## src/sv/rlse_pkg.sv

```systemverilog
package rlse_pkg;

  localparam int DEPTH_DEF = 16;

  // Operation codes carried in the kind field
  localparam logic [2:0] K_PUSH_FRONT = 3'd0;
  localparam logic [2:0] K_PUSH_BACK  = 3'd1;
  localparam logic [2:0] K_REMOVE     = 3'd2;
  localparam logic [2:0] K_SORT       = 3'd3;
  localparam logic [2:0] K_DUMP       = 3'd4;

  // Result status codes
  localparam logic [1:0] ST_OK       = 2'd0;
  localparam logic [1:0] ST_FULL     = 2'd1;
  localparam logic [1:0] ST_NOTFOUND = 2'd2;
  localparam logic [1:0] ST_EMPTY    = 2'd3;

  typedef struct packed {
    logic [15:0] id;
    logic [15:0] mass;
    logic [3:0]  cls;
    logic [13:0] un;
  } rec_t;

  // Port strobes of the record memory
  typedef struct packed {
    logic we;
    logic re;
  } mem_ctl_t;

endpackage

```

## src/sv/rlse_if.sv

```systemverilog
interface rlse_in_if;
  logic        valid;
  logic        ready;
  logic [2:0]  kind;
  logic [15:0] rec_id_in;
  logic [15:0] mass_in;
  logic [3:0]  class_in;
  logic [13:0] un_in;

  modport source (output valid, kind, rec_id_in, mass_in, class_in, un_in, input ready);
  modport sink   (input valid, kind, rec_id_in, mass_in, class_in, un_in, output ready);
endinterface

interface rlse_out_if;
  logic        valid;
  logic        ready;
  logic [1:0]  status;
  logic [4:0]  count;
  logic [15:0] rec_id_out;
  logic [15:0] mass_out;
  logic [3:0]  class_out;
  logic [13:0] un_out;
  logic        last;

  modport source (output valid, status, count, rec_id_out, mass_out, class_out, un_out, last,
                  input ready);
  modport sink   (input valid, status, count, rec_id_out, mass_out, class_out, un_out, last,
                  output ready);
endinterface

```

## src/sv/rlse_mem.sv

```systemverilog
module rlse_mem import rlse_pkg::*; #(
  parameter int DEPTH = DEPTH_DEF,
  localparam int AW = (DEPTH > 1) ? $clog2(DEPTH) : 1
) (
  input  logic          clk,
  input  mem_ctl_t      ctl,
  input  logic [AW-1:0] waddr,
  input  logic [AW-1:0] raddr,
  input  rec_t          wdata,
  output rec_t          rdata
);

  rec_t mem [DEPTH];
  rec_t rdata_r;

  always_ff @(posedge clk) begin
    if (ctl.we) begin
      mem[waddr] <= wdata;
    end
    // read data holds until the next read
    if (ctl.re) begin
      rdata_r <= mem[raddr];
    end
  end

  assign rdata = rdata_r;

endmodule

```

## src/sv/rlse_seq.sv

```systemverilog
module rlse_seq import rlse_pkg::*; #(
  parameter int DEPTH = DEPTH_DEF,
  localparam int AW = (DEPTH > 1) ? $clog2(DEPTH) : 1,
  localparam int CW = $clog2(DEPTH + 1)
) (
  input  logic          clk,
  input  logic          rst_n,
  input  logic          in_valid,
  output logic          in_ready,
  input  logic [2:0]    in_kind,
  input  rec_t          in_rec,
  output logic          out_valid,
  input  logic          out_ready,
  output logic [1:0]    out_status,
  output logic [4:0]    out_count,
  output rec_t          out_rec,
  output logic          out_last,
  output mem_ctl_t      mem_ctl,
  output logic [AW-1:0] mem_waddr,
  output logic [AW-1:0] mem_raddr,
  output rec_t          mem_wdata,
  input  rec_t          mem_rdata
);

  localparam logic [3:0] S_IDLE    = 4'd0;
  localparam logic [3:0] S_SHIFT   = 4'd1;
  localparam logic [3:0] S_PF_HEAD = 4'd2;
  localparam logic [3:0] S_SEARCH  = 4'd3;
  localparam logic [3:0] S_REMSH   = 4'd4;
  localparam logic [3:0] S_SORT_A  = 4'd5;
  localparam logic [3:0] S_SORT_B  = 4'd6;
  localparam logic [3:0] S_SORT_W  = 4'd7;
  localparam logic [3:0] S_DUMP    = 4'd8;
  localparam logic [3:0] S_RESP    = 4'd9;

  localparam logic [CW-1:0] DEPTH_C = CW'(DEPTH);
  localparam logic [CW-1:0] ONE_C   = CW'(1);
  localparam logic [CW-1:0] TWO_C   = CW'(2);

  logic [3:0]    state_r, state_nxt;
  logic [CW-1:0] cnt_r, cnt_nxt;
  logic [CW-1:0] i_r, i_nxt;
  logic [CW-1:0] b_r, b_nxt;
  rec_t          hold_r, hold_nxt;
  rec_t          nrec_r, nrec_nxt;
  logic [1:0]    status_r, status_nxt;

  logic          out_valid_r, out_valid_nxt;
  logic [1:0]    out_status_r, out_status_nxt;
  logic [4:0]    out_count_r, out_count_nxt;
  rec_t          out_rec_r, out_rec_nxt;
  logic          out_last_r, out_last_nxt;

  logic          out_free;
  logic [CW-1:0] last_idx, i_p1, i_p2, i_m1, i_m2, b_p1;

  assign out_free = !out_valid_r || out_ready;
  assign last_idx = cnt_r - ONE_C;
  assign i_p1     = i_r + ONE_C;
  assign i_p2     = i_r + TWO_C;
  assign i_m1     = i_r - ONE_C;
  assign i_m2     = i_r - TWO_C;
  assign b_p1     = b_r + ONE_C;

  assign in_ready = (state_r == S_IDLE);

  always_comb begin
    state_nxt      = state_r;
    cnt_nxt        = cnt_r;
    i_nxt          = i_r;
    b_nxt          = b_r;
    hold_nxt       = hold_r;
    nrec_nxt       = nrec_r;
    status_nxt     = status_r;
    mem_ctl        = '0;
    mem_waddr      = '0;
    mem_raddr      = '0;
    mem_wdata      = nrec_r;
    out_valid_nxt  = out_valid_r && !out_ready;
    out_status_nxt = out_status_r;
    out_count_nxt  = out_count_r;
    out_rec_nxt    = out_rec_r;
    out_last_nxt   = out_last_r;

    unique case (state_r)
      S_IDLE: begin
        if (in_valid) begin
          nrec_nxt   = in_rec;
          status_nxt = ST_OK;
          state_nxt  = S_RESP;
          unique case (in_kind)
            K_PUSH_FRONT: begin
              if (cnt_r == DEPTH_C) begin
                status_nxt = ST_FULL;
              end else if (cnt_r == '0) begin
                state_nxt = S_PF_HEAD;
              end else begin
                // move the tail up one slot, last record first
                mem_ctl.re = 1'b1;
                mem_raddr  = last_idx[AW-1:0];
                i_nxt      = cnt_r;
                state_nxt  = S_SHIFT;
              end
            end
            K_PUSH_BACK: begin
              if (cnt_r == DEPTH_C) begin
                status_nxt = ST_FULL;
              end else begin
                mem_ctl.we = 1'b1;
                mem_waddr  = cnt_r[AW-1:0];
                mem_wdata  = in_rec;
                cnt_nxt    = cnt_r + ONE_C;
              end
            end
            K_REMOVE: begin
              if (cnt_r == '0) begin
                status_nxt = ST_NOTFOUND;
              end else begin
                mem_ctl.re = 1'b1;
                i_nxt      = '0;
                state_nxt  = S_SEARCH;
              end
            end
            K_SORT: begin
              if (cnt_r >= TWO_C) begin
                mem_ctl.re = 1'b1;
                i_nxt      = '0;
                state_nxt  = S_SORT_A;
              end
            end
            K_DUMP: begin
              if (cnt_r == '0) begin
                status_nxt = ST_EMPTY;
              end else begin
                mem_ctl.re = 1'b1;
                i_nxt      = '0;
                state_nxt  = S_DUMP;
              end
            end
            default: begin
              status_nxt = ST_OK;
            end
          endcase
        end
      end

      S_SHIFT: begin
        mem_ctl.we = 1'b1;
        mem_waddr  = i_r[AW-1:0];
        mem_wdata  = mem_rdata;
        if (i_r == ONE_C) begin
          state_nxt = S_PF_HEAD;
        end else begin
          mem_ctl.re = 1'b1;
          mem_raddr  = i_m2[AW-1:0];
          i_nxt      = i_m1;
        end
      end

      S_PF_HEAD: begin
        mem_ctl.we = 1'b1;
        mem_waddr  = '0;
        mem_wdata  = nrec_r;
        cnt_nxt    = cnt_r + ONE_C;
        state_nxt  = S_RESP;
      end

      S_SEARCH: begin
        if (mem_rdata.id == nrec_r.id) begin
          if (i_r == last_idx) begin
            cnt_nxt   = last_idx;
            state_nxt = S_RESP;
          end else begin
            // close the gap: pull each later record down one slot
            mem_ctl.re = 1'b1;
            mem_raddr  = i_p1[AW-1:0];
            state_nxt  = S_REMSH;
          end
        end else if (i_r == last_idx) begin
          status_nxt = ST_NOTFOUND;
          state_nxt  = S_RESP;
        end else begin
          mem_ctl.re = 1'b1;
          mem_raddr  = i_p1[AW-1:0];
          i_nxt      = i_p1;
        end
      end

      S_REMSH: begin
        mem_ctl.we = 1'b1;
        mem_waddr  = i_r[AW-1:0];
        mem_wdata  = mem_rdata;
        if (i_p2 == cnt_r) begin
          cnt_nxt   = last_idx;
          state_nxt = S_RESP;
        end else begin
          mem_ctl.re = 1'b1;
          mem_raddr  = i_p2[AW-1:0];
          i_nxt      = i_p1;
        end
      end

      S_SORT_A: begin
        // hold record i in a register for the inner pass
        hold_nxt   = mem_rdata;
        b_nxt      = i_p1;
        mem_ctl.re = 1'b1;
        mem_raddr  = i_p1[AW-1:0];
        state_nxt  = S_SORT_B;
      end

      S_SORT_B: begin
        if (hold_r.id > mem_rdata.id) begin
          mem_ctl.we = 1'b1;
          mem_waddr  = b_r[AW-1:0];
          mem_wdata  = hold_r;
          hold_nxt   = mem_rdata;
        end
        if (b_r == last_idx) begin
          state_nxt = S_SORT_W;
        end else begin
          mem_ctl.re = 1'b1;
          mem_raddr  = b_p1[AW-1:0];
          b_nxt      = b_p1;
        end
      end

      S_SORT_W: begin
        mem_ctl.we = 1'b1;
        mem_waddr  = i_r[AW-1:0];
        mem_wdata  = hold_r;
        if (i_p2 == cnt_r) begin
          state_nxt = S_RESP;
        end else begin
          mem_ctl.re = 1'b1;
          mem_raddr  = i_p1[AW-1:0];
          i_nxt      = i_p1;
          state_nxt  = S_SORT_A;
        end
      end

      S_DUMP: begin
        if (out_free) begin
          out_valid_nxt  = 1'b1;
          out_status_nxt = ST_OK;
          out_count_nxt  = 5'(cnt_r);
          out_rec_nxt    = mem_rdata;
          out_last_nxt   = (i_r == last_idx);
          if (i_r == last_idx) begin
            state_nxt = S_IDLE;
          end else begin
            mem_ctl.re = 1'b1;
            mem_raddr  = i_p1[AW-1:0];
            i_nxt      = i_p1;
          end
        end
      end

      S_RESP: begin
        if (out_free) begin
          out_valid_nxt  = 1'b1;
          out_status_nxt = status_r;
          out_count_nxt  = 5'(cnt_r);
          out_rec_nxt    = '0;
          out_last_nxt   = 1'b1;
          state_nxt      = S_IDLE;
        end
      end

      default: begin
        state_nxt = S_IDLE;
      end
    endcase
  end

  always_ff @(posedge clk) begin
    if (!rst_n) begin
      state_r     <= S_IDLE;
      cnt_r       <= '0;
      out_valid_r <= 1'b0;
    end else begin
      state_r     <= state_nxt;
      cnt_r       <= cnt_nxt;
      out_valid_r <= out_valid_nxt;
    end
    i_r          <= i_nxt;
    b_r          <= b_nxt;
    hold_r       <= hold_nxt;
    nrec_r       <= nrec_nxt;
    status_r     <= status_nxt;
    out_status_r <= out_status_nxt;
    out_count_r  <= out_count_nxt;
    out_rec_r    <= out_rec_nxt;
    out_last_r   <= out_last_nxt;
  end

  assign out_valid  = out_valid_r;
  assign out_status = out_status_r;
  assign out_count  = out_count_r;
  assign out_rec    = out_rec_r;
  assign out_last   = out_last_r;

`ifndef SYNTH
  a_cnt_bound: assert property (@(posedge clk) disable iff (!rst_n)
    cnt_r <= DEPTH_C)
    else $error("record count above depth");

  a_no_rw_same: assert property (@(posedge clk) disable iff (!rst_n)
    mem_ctl.we && mem_ctl.re |-> mem_waddr != mem_raddr)
    else $error("read and write of the same entry in one cycle");

  a_waddr_range: assert property (@(posedge clk) disable iff (!rst_n)
    mem_ctl.we |-> int'(mem_waddr) < DEPTH)
    else $error("write beyond the record store");

  a_busy_after_accept: assert property (@(posedge clk) disable iff (!rst_n)
    in_valid && in_ready |=> !in_ready)
    else $error("input taken again right after a beat");
`endif

endmodule

```

## src/sv/record_list_sort_engine.sv

```systemverilog
// Channel  Dir  Handshake          Beat contents
// in_ch    in   valid/ready        kind, rec_id_in, mass_in, class_in, un_in
// out_ch   out  valid/ready        status, count, rec_id_out, mass_out, class_out, un_out, last
//
// One operation at a time; the next beat is taken once the result is queued in the output
// register. Push back, rejected cases, the no-op kinds, and remove, sort or dump with too few
// records go straight to the response; push front, remove, sort and dump step through the list
// over the single read port of the record memory, dump one record a cycle unless out_ch stalls.
// rst_n is synchronous and empties the list; memory contents are not cleared.
// A stalled out_ch holds the result and, in a dump, the walk through the list.
module record_list_sort_engine import rlse_pkg::*; #(
  parameter int DEPTH = DEPTH_DEF,
  localparam int AW = (DEPTH > 1) ? $clog2(DEPTH) : 1
) (
  input logic       clk,
  input logic       rst_n,
  rlse_in_if.sink   in_ch,
  rlse_out_if.source out_ch
);

  rec_t          in_rec;
  rec_t          out_rec;
  mem_ctl_t      mem_ctl;
  logic [AW-1:0] mem_waddr;
  logic [AW-1:0] mem_raddr;
  rec_t          mem_wdata;
  rec_t          mem_rdata;

  assign in_rec = '{id: in_ch.rec_id_in, mass: in_ch.mass_in, cls: in_ch.class_in,
                    un: in_ch.un_in};

  rlse_seq #(.DEPTH(DEPTH)) u_seq (
    .clk        (clk),
    .rst_n      (rst_n),
    .in_valid   (in_ch.valid),
    .in_ready   (in_ch.ready),
    .in_kind    (in_ch.kind),
    .in_rec     (in_rec),
    .out_valid  (out_ch.valid),
    .out_ready  (out_ch.ready),
    .out_status (out_ch.status),
    .out_count  (out_ch.count),
    .out_rec    (out_rec),
    .out_last   (out_ch.last),
    .mem_ctl    (mem_ctl),
    .mem_waddr  (mem_waddr),
    .mem_raddr  (mem_raddr),
    .mem_wdata  (mem_wdata),
    .mem_rdata  (mem_rdata)
  );

  rlse_mem #(.DEPTH(DEPTH)) u_mem (
    .clk   (clk),
    .ctl   (mem_ctl),
    .waddr (mem_waddr),
    .raddr (mem_raddr),
    .wdata (mem_wdata),
    .rdata (mem_rdata)
  );

  assign out_ch.rec_id_out = out_rec.id;
  assign out_ch.mass_out   = out_rec.mass;
  assign out_ch.class_out  = out_rec.cls;
  assign out_ch.un_out     = out_rec.un;

endmodule
```

## src/flat_wrapper.sv

```systemverilog
// flat-port wrapper written by rule: the top's interface ports become plain ports
module record_list_sort_engine_flat import rlse_pkg::*;
#(
  parameter int DEPTH = DEPTH_DEF,
  localparam int AW = (DEPTH > 1) ? $clog2(DEPTH) : 1
)
  (clk, rst_n, in_ch_valid, in_ch_kind, in_ch_rec_id_in, in_ch_mass_in, in_ch_class_in, in_ch_un_in, in_ch_ready, out_ch_valid, out_ch_status, out_ch_count, out_ch_rec_id_out, out_ch_mass_out, out_ch_class_out, out_ch_un_out, out_ch_last, out_ch_ready);
  rlse_in_if in_ch_i ();
  rlse_out_if out_ch_i ();
  input logic clk;
  input logic rst_n;
  input wire logic [$bits(in_ch_i.valid)-1:0] in_ch_valid;
  input wire logic [$bits(in_ch_i.kind)-1:0] in_ch_kind;
  input wire logic [$bits(in_ch_i.rec_id_in)-1:0] in_ch_rec_id_in;
  input wire logic [$bits(in_ch_i.mass_in)-1:0] in_ch_mass_in;
  input wire logic [$bits(in_ch_i.class_in)-1:0] in_ch_class_in;
  input wire logic [$bits(in_ch_i.un_in)-1:0] in_ch_un_in;
  output wire logic [$bits(in_ch_i.ready)-1:0] in_ch_ready;
  output wire logic [$bits(out_ch_i.valid)-1:0] out_ch_valid;
  output wire logic [$bits(out_ch_i.status)-1:0] out_ch_status;
  output wire logic [$bits(out_ch_i.count)-1:0] out_ch_count;
  output wire logic [$bits(out_ch_i.rec_id_out)-1:0] out_ch_rec_id_out;
  output wire logic [$bits(out_ch_i.mass_out)-1:0] out_ch_mass_out;
  output wire logic [$bits(out_ch_i.class_out)-1:0] out_ch_class_out;
  output wire logic [$bits(out_ch_i.un_out)-1:0] out_ch_un_out;
  output wire logic [$bits(out_ch_i.last)-1:0] out_ch_last;
  input wire logic [$bits(out_ch_i.ready)-1:0] out_ch_ready;
  assign in_ch_i.valid = in_ch_valid;
  assign in_ch_i.kind = in_ch_kind;
  assign in_ch_i.rec_id_in = in_ch_rec_id_in;
  assign in_ch_i.mass_in = in_ch_mass_in;
  assign in_ch_i.class_in = in_ch_class_in;
  assign in_ch_i.un_in = in_ch_un_in;
  assign in_ch_ready = in_ch_i.ready;
  assign out_ch_valid = out_ch_i.valid;
  assign out_ch_status = out_ch_i.status;
  assign out_ch_count = out_ch_i.count;
  assign out_ch_rec_id_out = out_ch_i.rec_id_out;
  assign out_ch_mass_out = out_ch_i.mass_out;
  assign out_ch_class_out = out_ch_i.class_out;
  assign out_ch_un_out = out_ch_i.un_out;
  assign out_ch_last = out_ch_i.last;
  assign out_ch_i.ready = out_ch_ready;
  record_list_sort_engine #(.DEPTH(DEPTH)) u_core (.clk(clk), .rst_n(rst_n), .in_ch(in_ch_i), .out_ch(out_ch_i));
endmodule
```

## config.mk

```make
export PLATFORM = sky130hd
export DESIGN_NAME = record_list_sort_engine_flat
export DESIGN_NICKNAME = d
export VERILOG_FILES = /design/src/sv/rlse_pkg.sv /design/src/sv/rlse_if.sv /design/src/sv/rlse_mem.sv /design/src/sv/rlse_seq.sv /design/src/sv/record_list_sort_engine.sv /design/src/flat_wrapper.sv
export SDC_FILE = /design/constraint.sdc
export NUM_CORES = 1
export LEC_CHECK = 0
export ABC_AREA = 1
export BUFFER_PORTS_ARGS = -buffer_cell sky130_fd_sc_hd__buf_2
export CELL_PAD_IN_SITES_DETAIL_PLACEMENT = 1
export CELL_PAD_IN_SITES_GLOBAL_PLACEMENT = 1
export CORE_MARGIN = 2
export CORE_UTILIZATION = 47
export CTS_BUF_LIST = sky130_fd_sc_hd__clkbuf_4 sky130_fd_sc_hd__clkbuf_8
export CTS_CLUSTER_SIZE = 8
export DETAILED_ROUTE_END_ITERATION = 10
export MAX_ROUTING_LAYER = met4
export PLACE_DENSITY = 0.86
export SLEW_MARGIN = 5
export SYNTH_ARGS = -nofsm -noshare
export SYNTH_HDL_FRONTEND = slang
export SYNTH_SLANG_ARGS = --single-unit
```

## constraint.sdc

```tcl
create_clock -name clk -period 5.92 [get_ports clk]
set_input_delay 0.592 -clock clk [delete_from_list [all_inputs] [get_ports clk]]
set_output_delay 0.592 -clock clk [all_outputs]
set_load 0.02 [all_outputs]
```

==> impl_metrics.tcl <==
set metrics [dict create \
    cp_top_family "simple AND/OR/NAND/NOR gates" \
    first_iter_violations 4729 \
    die_x_um 325 \
    p_leak_uw 0.0226 \
    remaining_drc_errors 0 \
    synth_top_flop_cell "edfxtp_1" \
    path_class "register to register" \
    end_kind "register" \
    hp-class "input port to register" \
    cts_resized 0 \
    ys_ff_latch 1030 \
    io_pins 117 \
    fin_hold_ws_ps 56.8 \
    n_fill_cell 11200 \
    r2r_cells 19 \
    die-area_mm2 0.106 \
    period_share_pct 81.3 \
    critPathMaxStageDelay_ps 700 \
    path_max_fanout 64 \
    first_pass_iters 6 \
    finClkSkew_ps 62.5 \
    overflow 0 \
    synth_edf_count 1020 \
    ys_warn_count 0 \
    tightest_slew_ps 1380 \
    rsz0062_at_grt "no" \
    finalCoreUtilization_pct 53.1 \
    r2r_end "u_core.u_mem.rdata[6]$_DFFE_PP_" \
    crit_path_start "u_core.u_seq.cnt_r[0]$_SDFFE_PN0P_" \
    reg2reg_from "u_core.u_seq.cnt_r[0]$_SDFFE_PN0P_" \
    grt_antenna_before_repair 5 \
    synth_top_area_share_pct 63.3 \
    gp_congestion 0.900 \
    final_layout_size_suffix_gt1_share_pct 10.2 \
    hpwl_mm 91.0 \
    cts_setup_buffers 0 \
    cts_buffer_depth 3 \
    setup_violations 0 \
    critPathLaunchType "register" \
    ys_top_cells_by_count "edfxtp_1, inv_1, nand2_1, nand3_1, nand4_1" \
    crit_arrival_ps 5400 \
    first_global_vias 41100 \
    initial_core_util_pct 47.5 \
    drt-wirelength-per-cell_um 25.9 \
    clk_latency_ps 870 \
    reg2reg_slack_ps 1100 \
    drt-total-wl_mm 167 \
    path_cells "inv_2 -> ha_1 -> inv_1 -> nand2_1 -> nand2_1 -> nor2_1 -> nand2_1 -> nor2_2 -> nand2_2 -> nand2_1 -> nand3_1 -> nand2_4 -> buf_4 -> buf_4 -> nand4_1 -> nand3_1 -> nand3_1 -> nand3_1 -> nand2_1" \
    max_freq_mhz 208 \
    rows 117 \
    ys_types 41 \
    cts.htree.levels 4 \
    syn_to_final_growth_pct 11.9 \
    slew_headroom_pct 7.80 \
    path_depth 19 \
    vdd_ir_drop_max_mv 0.531 \
    cts_tree "done" \
    track_usage_pct 32.2 \
    hold_violations 0 \
    fin_crit_ps 4820 \
    yosysMostFrequentCell "edfxtp_1" \
    cts_sinks 1030 \
    fin_tns_setup_ps 0 \
    fin_nets 5027 \
    grt_max_degree 223 \
    ant_nets 0 \
    cts_buffers 173 \
    cap_viol_max_count 0 \
    portBuffers 116 \
    report.final.slew_viol_count 0 \
    via_per_inst 6.06 \
    syn-cell-area_mm2 0.0484 \
    crit_buf_inv 4 \
    synth_area_leaders "edfxtp_1, nand3_1, inv_1, nand2_1, nand4_1" \
    cp_common_cell "nand2_1" \
    async_flop_share_pct 0 \
    grt_first_pass_wirelength_mm 251 \
    cts_root_buf "clkbuf_8" \
    clkTransAtPathRegs_ps 60 \
    slowest_stage "buf_4" \
    core_area_mm2 0.102 \
    avgSynthCellArea_um2 10.0 \
    ys_seq_area_share_pct 63.7 \
    die_h_um 325 \
    synthCells 4841 \
    pwr_density_cell_mw_per_mm2 599 \
    outcome "finished, final reports clean" \
    synth_fp_nets 4925 \
    worstSetupEndpoint "u_core.u_mem.rdata[6]$_DFFE_PP_" \
    cp.required_ps 6510 \
    num_vias 39100 \
    synth.largest_area_cell "edfxtp_1" \
]
## flip-flops by register name, indices dropped and copies added (netlist names), 2 cells and up
signal                   count
u_core.u_mem.mem           800
u_core.u_mem.rdata          50
u_core.u_seq.b_r             5
u_core.u_seq.cnt_r           5
u_core.u_seq.hold_r         50
u_core.u_seq.i_r             5
u_core.u_seq.nrec_r         50
u_core.u_seq.out_count       5
u_core.u_seq.out_rec        50
u_core.u_seq.out_status      2
u_core.u_seq.state_r         4
u_core.u_seq.status_r        2
## power by group
group	switching (uW)	internal (uW)
combinational	10700	3500
sequential	598	11100
clock	3080	3400
## cell families (layout without fill, tap and decap cells)
kind of cell               after synthesis  after routing  synth area share, %
other                                    0              3                    0
xor gates and xnor gates                24             24                0.434
AOI/OAI and AO/OA                      186            186                 2.23
and+or+nand+nor                       2282           2282                 22.1
buffers and inverters                 1292           1533                 10.8
adders and majority gates               27             27                0.698
DFF                                   1030           1030                 63.7
## worst register-to-register path, delay by kind of cell (launching register included)
family                     cells  cell delay, ps
adders and majority gates      1             380
buffers and inverters          4            1560
DFF                            1             520
and+or+nand+nor               14            2090
## per-stage QoR
| step | setup WS [ps] | cell area [um^2] | total power [uW] | instances |
|---|---|---|---|---|
| CTS | 1200 | 54100 | 32100 | 6449 |
| finish | 1100 | 54100 | 32400 | 6453 |
| global route | 750 | 54100 | 33800 | 6452 |
| global placement | 1510 | 50200 | 24500 | 6086 |
| floorplan | 835 | 48400 | 20500 | 4841 |
| detailed placement | 1220 | 50200 | 25400 | 6086 |
## layout by cell type, fill, tap and decap left out, types with 38 or more instances in the layout
| cell type | instances |
|---|---|
| buf_4 | 51 |
| clkbuf_8 | 178 |
| clkinv_1 | 38 |
| o22ai_1 | 48 |
| inv_1 | 966 |
| nand2_1 | 850 |
| clkbuf_4 | 74 |
| nor2_1 | 172 |
| nand3_1 | 752 |
| o21ai_0 | 76 |
| edfxtp_1 | 1020 |
| buf_2 | 116 |
| dlygate4sd3_1 | 49 |
| nand4_1 | 459 |
## area by class of cell
type                    count  area, um^2  share of cell area [%]
multi-input cells        2519       12600                    23.3
well taps                1368        1710                    3.16
repair buffers            237        1870                    3.46
flip-flops and latches   1030       30800                    57.0
diodes                      3        7.51                  0.0139
inverters                 982        3690                    6.81
clock buffers             252        3010                    5.55
clock inverters            62         420                   0.777
## how the worst min path moves through the flow
stage                                  startpoint                                  end  slack, ps  cells past startpoint
2_1_floorplan  u_core.u_seq.cnt_r[3]$_SDFFE_PN0P_  u_core.u_seq.out_count[3]$_DFFE_PP_        400                      0
3_3_place_gp     u_core.u_mem.rdata[12]$_DFFE_PP_    u_core.u_seq.hold_r[12]$_DFFE_PP_        440                      0
3_5_place_dp      u_core.u_mem.rdata[9]$_DFFE_PP_     u_core.u_seq.hold_r[9]$_DFFE_PP_        430                      0
4_1_cts                        in_ch_rec_id_in[1]    u_core.u_seq.nrec_r[35]$_DFFE_PP_        0.6                      1
5_1_grt                        in_ch_rec_id_in[1]    u_core.u_seq.nrec_r[35]$_DFFE_PP_         30                      1
6_report                       in_ch_rec_id_in[1]    u_core.u_seq.nrec_r[35]$_DFFE_PP_         60                      1
## what timing repair did
item                                    in CTS  in global routing
endpoints found under the hold margin       49                  0
hold buffers                                49                  0
endpoints found under the setup margin       0                  0
## per-layer routing
layer	global-route usage [%]	wire length [um]	up-vias
met5	-	0	-
met2	50.8	79800	2367
met1	39.7	63200	19500
met3	6.45	16200	602
li1	-	-	16600
met4	16.0	8110	0
No activity file was read; power rests on OpenSTA's default activity.
